==> src/sv/adll_pkg.sv <==
`default_nettype none

package adll_pkg;

  // Fixed field widths of the words on the two channels
  localparam int unsigned KIND_W   = 3;
  localparam int unsigned POS_W    = 8;
  localparam int unsigned DATA_W   = 32;
  localparam int unsigned STATUS_W = 2;
  localparam int unsigned LINK_W   = 8;

  // Command queue between front and back
  localparam int unsigned QUEUE_DEPTH = 2;
  localparam int unsigned QPTR_W      = $clog2(QUEUE_DEPTH);
  localparam int unsigned QCNT_W      = $clog2(QUEUE_DEPTH + 1);

  // Operation codes as they arrive on the input channel
  localparam logic [KIND_W-1:0] KIND_ALLOC      = 3'd0;
  localparam logic [KIND_W-1:0] KIND_INSERT     = 3'd1;
  localparam logic [KIND_W-1:0] KIND_DELETE     = 3'd2;
  localparam logic [KIND_W-1:0] KIND_READ_VALUE = 3'd3;
  localparam logic [KIND_W-1:0] KIND_READ_NEXT  = 3'd4;
  localparam logic [KIND_W-1:0] KIND_READ_PREV  = 3'd5;

  // Result status codes
  localparam logic [STATUS_W-1:0] STATUS_OK        = 2'd0;
  localparam logic [STATUS_W-1:0] STATUS_BAD_INDEX = 2'd1;
  localparam logic [STATUS_W-1:0] STATUS_FULL      = 2'd2;

  // Classified operation
  typedef enum logic [2:0] {
    OP_ALLOC,
    OP_INSERT,
    OP_DELETE,
    OP_READ_VALUE,
    OP_READ_NEXT,
    OP_READ_PREV,
    OP_BAD
  } op_e;

  // Back end sequencer states
  typedef enum logic [1:0] {
    BS_INIT,
    BS_IDLE,
    BS_CHECK,
    BS_FINISH
  } back_state_e;

  // One classified command
  typedef struct packed {
    op_e               op;
    logic              pos_ok;
    logic [POS_W-1:0]  pos;
    logic [DATA_W-1:0] value;
  } cmd_t;

  typedef struct packed {
    logic full;
    logic empty;
  } queue_flags_t;

  typedef struct packed {
    logic init_done;
  } back_flags_t;

endpackage

`default_nettype wire

==> src/sv/adll_queue.sv <==
`default_nettype none

module adll_queue (
  input  wire logic                   clk_i,
  input  wire logic                   rst_ni,
  input  wire logic                   push_i,
  input  wire adll_pkg::cmd_t         cmd_i,
  input  wire logic                   pop_i,
  output adll_pkg::cmd_t              cmd_o,
  output adll_pkg::queue_flags_t      flags_o
);
  import adll_pkg::*;

  cmd_t              slot_q [QUEUE_DEPTH];
  logic [QPTR_W-1:0] wr_ptr_q, wr_ptr_d;
  logic [QPTR_W-1:0] rd_ptr_q, rd_ptr_d;
  logic [QCNT_W-1:0] count_q, count_d;

  // Advance pointers and fill count
  always_comb begin
    wr_ptr_d = wr_ptr_q;
    rd_ptr_d = rd_ptr_q;
    count_d  = count_q;
    if (push_i) begin
      wr_ptr_d = wr_ptr_q + QPTR_W'(1);
    end
    if (pop_i) begin
      rd_ptr_d = rd_ptr_q + QPTR_W'(1);
    end
    if (push_i && !pop_i) begin
      count_d = count_q + QCNT_W'(1);
    end else if (pop_i && !push_i) begin
      count_d = count_q - QCNT_W'(1);
    end
  end

  always_ff @(posedge clk_i or negedge rst_ni) begin
    if (!rst_ni) begin
      wr_ptr_q <= '0;
      rd_ptr_q <= '0;
      count_q  <= '0;
    end else begin
      wr_ptr_q <= wr_ptr_d;
      rd_ptr_q <= rd_ptr_d;
      count_q  <= count_d;
    end
  end

  // Store the pushed command
  always_ff @(posedge clk_i) begin
    if (push_i) begin
      slot_q[wr_ptr_q] <= cmd_i;
    end
  end

  assign cmd_o         = slot_q[rd_ptr_q];
  assign flags_o.full  = count_q == QCNT_W'(QUEUE_DEPTH);
  assign flags_o.empty = count_q == '0;

endmodule

`default_nettype wire

==> config.mk <==
export PLATFORM = sky130hd
export DESIGN_NAME = adll_queue
export DESIGN_NICKNAME = d
export VERILOG_FILES = /design/src/sv/adll_pkg.sv /design/src/sv/adll_queue.sv
export SDC_FILE = /design/constraint.sdc
export NUM_CORES = 1
export LEC_CHECK = 0
export ABC_AREA = 1
export BUFFER_PORTS_ARGS = -buffer_cell sky130_fd_sc_hd__buf_4
export CORE_MARGIN = 5
export CORE_UTILIZATION = 50
export DETAILED_ROUTE_END_ITERATION = 16
export PLACE_DENSITY = 0.79
export SLEW_MARGIN = 0
export SYNTH_ARGS = -nofsm -noshare
export SYNTH_HDL_FRONTEND = slang
export SYNTH_SLANG_ARGS = --single-unit
==> constraint.sdc <==
create_clock -name clk_i -period 4.2 [get_ports clk_i]
set_input_delay 0.21 -clock clk_i [delete_from_list [all_inputs] [get_ports clk_i]]
set_output_delay 0.21 -clock clk_i [all_outputs]
set_load 0.005 [all_outputs]
==> metrics.cfg <==
[synth]
synthAdderAreaFrac = 0.00349
syn_avg_cell_area_um2 = 22.1
muxShareOfSynthArea = 0.179
ys_ff_latch = 92
netlist_instances = 162
synth.distinct_cells = 14
synth_top_family_by_area = multiplexers
synth_compound_area_frac = 0
syn-num-nets = 211
syn_area_um2 = 3580
yosys_warnings = 0
yosys.area_share.simple = 0.0115
seq_area_frac_synth = 0.766
synth_xor_area_frac = 0.00733

[timing]
finClkSkew_ns = 0.00473
setup-violations-final = 0
tightestPinTransition_ns = 0.965
rsz0062_at_grt = false
clock.fmax_mhz = 420
fin_crit_sh = 0.567
min_period_ns = 2.38
hold_viol = 0
maxSlewViolCount = 0
fin_ws_ns = 1.82
maxSlewHeadroom = 0.356
fin_tns_setup_ns = 0

[route]
avgViaCountPerCell = 4.80
vias = 1751
post-route-drc-count = 0
wire_per_inst_um = 16.5
drtIter0Drc = 97
firstDrtPassIters = 4
wl_um = 6010
antenna_left = 0

[grt]
grt.total_usage = 0.138
grt_max_degree = 45
grt_pass1_wl_um = 9250
grt.overflow.total = 0
grt_antenna_before_repair = 0
grt_pass1_vias = 1885

[setup_path]
path_cells = buf_4, mux2_2, buf_4
cp_common_cell = buf_4
crit_type = reg -> out
slowest_stage = dfrtp_2
start_kind = register
reg2reg_depth = 2
required_ns = 3.99
slowest_delay_ns = 0.76
cp_max_fo = 26
worst-endpoint-arrival_ns = 2.17
worstSetupEndpointType = output pin

[pwr]
p_per_area_nw_per_um2 = 616
ir_drop_v = 0.000390
p_leak_nw = 1.83

[final_layout]
diodes = 0
fill_cells = 474
stdcell_count = 365
drive_gt1_frac = 0.572
syn_to_final_growth_pct = 26.4
nets = 313

[die]
die_x_um = 94.6
core_um2 = 6870
num_rows = 30
boundaryPins = 94
die_y_um = 94.6
initial_utilization = 0.521
die_area_um2 = 8960

[clock_tree]
cts_tree = yes
cts-root-buf = clkbuf_8
cts_resized = 0
cts_hold_buf = 1
ctsHtreeMaxLevel = 3
clockBufferDepth = 2
cts_setup_buffers = 0
clk_latency_ns = 0.34
clkSinkCount = 92
numCtsBuffers = 9
clk_pin_slew_ns = 0.08

[worst_hold_path]
min_path_cells = 1
hold_class = in -> reg

[place]
place_congestion = 0.655
hpwl_um = 4040
dp_cells = 348
preCtsSetupSlack_ns = 2.18
port_buffers = 93

[flow_run]
maxCapViolCount = 0

[status]
outcome = finished, final reports clean

-- kinds of logic after synthesis --
family,after synthesis
DFF,92
muxes,44
buffers and inverters,12
and+or+nand+nor,10
xor gates and xnor gates,3
adders and majority gates,1
-- synthesized netlist by cell type, drive strengths merged --
master / n / area, um2
nand4: 1 / 6.26
ha: 1 / 12.5
dfrtp: 4 / 100
mux2: 44 / 642
nand3: 1 / 5.00
xnor2: 1 / 8.76
buf: 5 / 91.3
inv: 7 / 26.3
nand2: 5 / 18.8
xor2: 2 / 17.5
nor2: 3 / 11.3
edfxtp: 88 / 2640
-- metal layers --
| metal | global-route usage | up-vias | routed length [um] |
|---|---|---|---|
| met5 | 0 | - | 0 |
| met3 | 0.0510 | 7 | 617 |
| met1 | 0.177 | 842 | 2520 |
| met4 | 0.0469 | 0 | 75 |
| met2 | 0.218 | 83 | 2800 |
| li1 | - | 819 | - |
-- layout by cell type, fill, tap and decap left out, drive strengths merged --
cell / Yosys / final
dlygate4sd3: 0 / 1
clkinvlp: 0 / 2
nand2: 5 / 5
nor2: 3 / 3
edfxtp: 88 / 88
xnor2: 1 / 1
bufinv: 0 / 1
nand3: 1 / 1
clkbuf: 0 / 11
inv: 7 / 7
nand4: 1 / 1
clkinv: 0 / 2
buf: 5 / 95
ha: 1 / 1
mux2: 44 / 44
xor2: 2 / 2
dfrtp: 4 / 4
-- state kept, by name (all words and copies together) (netlist names) --
| name | cells |
|---|---|
| slot_q | 88 |
| rd_ptr_q | 1 |
| count_q | 2 |
| wr_ptr_q | 1 |
-- final cells by class --
type / count / area (um2) / area share
Clock buffer: 11 / 131 / 0.0290
Clock inverter: 5 / 52.6 / 0.0116
Inverter: 7 / 26.3 / 0.00580
Multi-Input combinational cell: 58 / 729 / 0.161
Sequential cell: 92 / 2740 / 0.606
Tap cell: 96 / 120 / 0.0265
Timing Repair Buffer: 96 / 723 / 0.160
-- per-stage QoR --
| step | power, W | hold slack (ns) | area, um2 | utilization |
|---|---|---|---|---|
| after floorplan | 0.00193 | -0.0856 | 3580 | - |
| after global placement | 0.00225 | 0.0112 | 4330 | 0.631 |
| after detailed placement | 0.00227 | 0.0143 | 4330 | 0.631 |
| after CTS | 0.00282 | 0.0275 | 4530 | 0.659 |
| after global routing | 0.00292 | 0.0175 | 4530 | 0.659 |
| final | 0.00279 | 0.0459 | 4530 | 0.659 |
-- path summary, 6_finish.rpt --
check / from / endpoint / slack (ns)
worst max register to register: wr_ptr_q / slot_q[0][37] / 2.51
worst max-delay path: rd_ptr_q / cmd_o[34] / 1.82
min in group asynchronous: rst_ni / count_q[1] / 0.20
worst min-delay path: cmd_i[24] / slot_q[0][24] / 0.05
max in group asynchronous: rst_ni / rd_ptr_q / 3.88
worst min register to register: count_q[1] / count_q[1] / 0.52
-- power breakdown --
group	switching (W)	total [W]	internal, W
sequential	0.000103	0.00132	0.00122
combinational	0.000349	0.000908	0.000559
clock	0.000284	0.000556	0.000272
-- worst max-delay path: cells and delay by family (launching register included) --
kind,cells,cell delay [ns]
flops,1,0.76
buf+inv,2,0.68
mux,1,0.39
No activity file was read; power rests on OpenSTA's default activity.
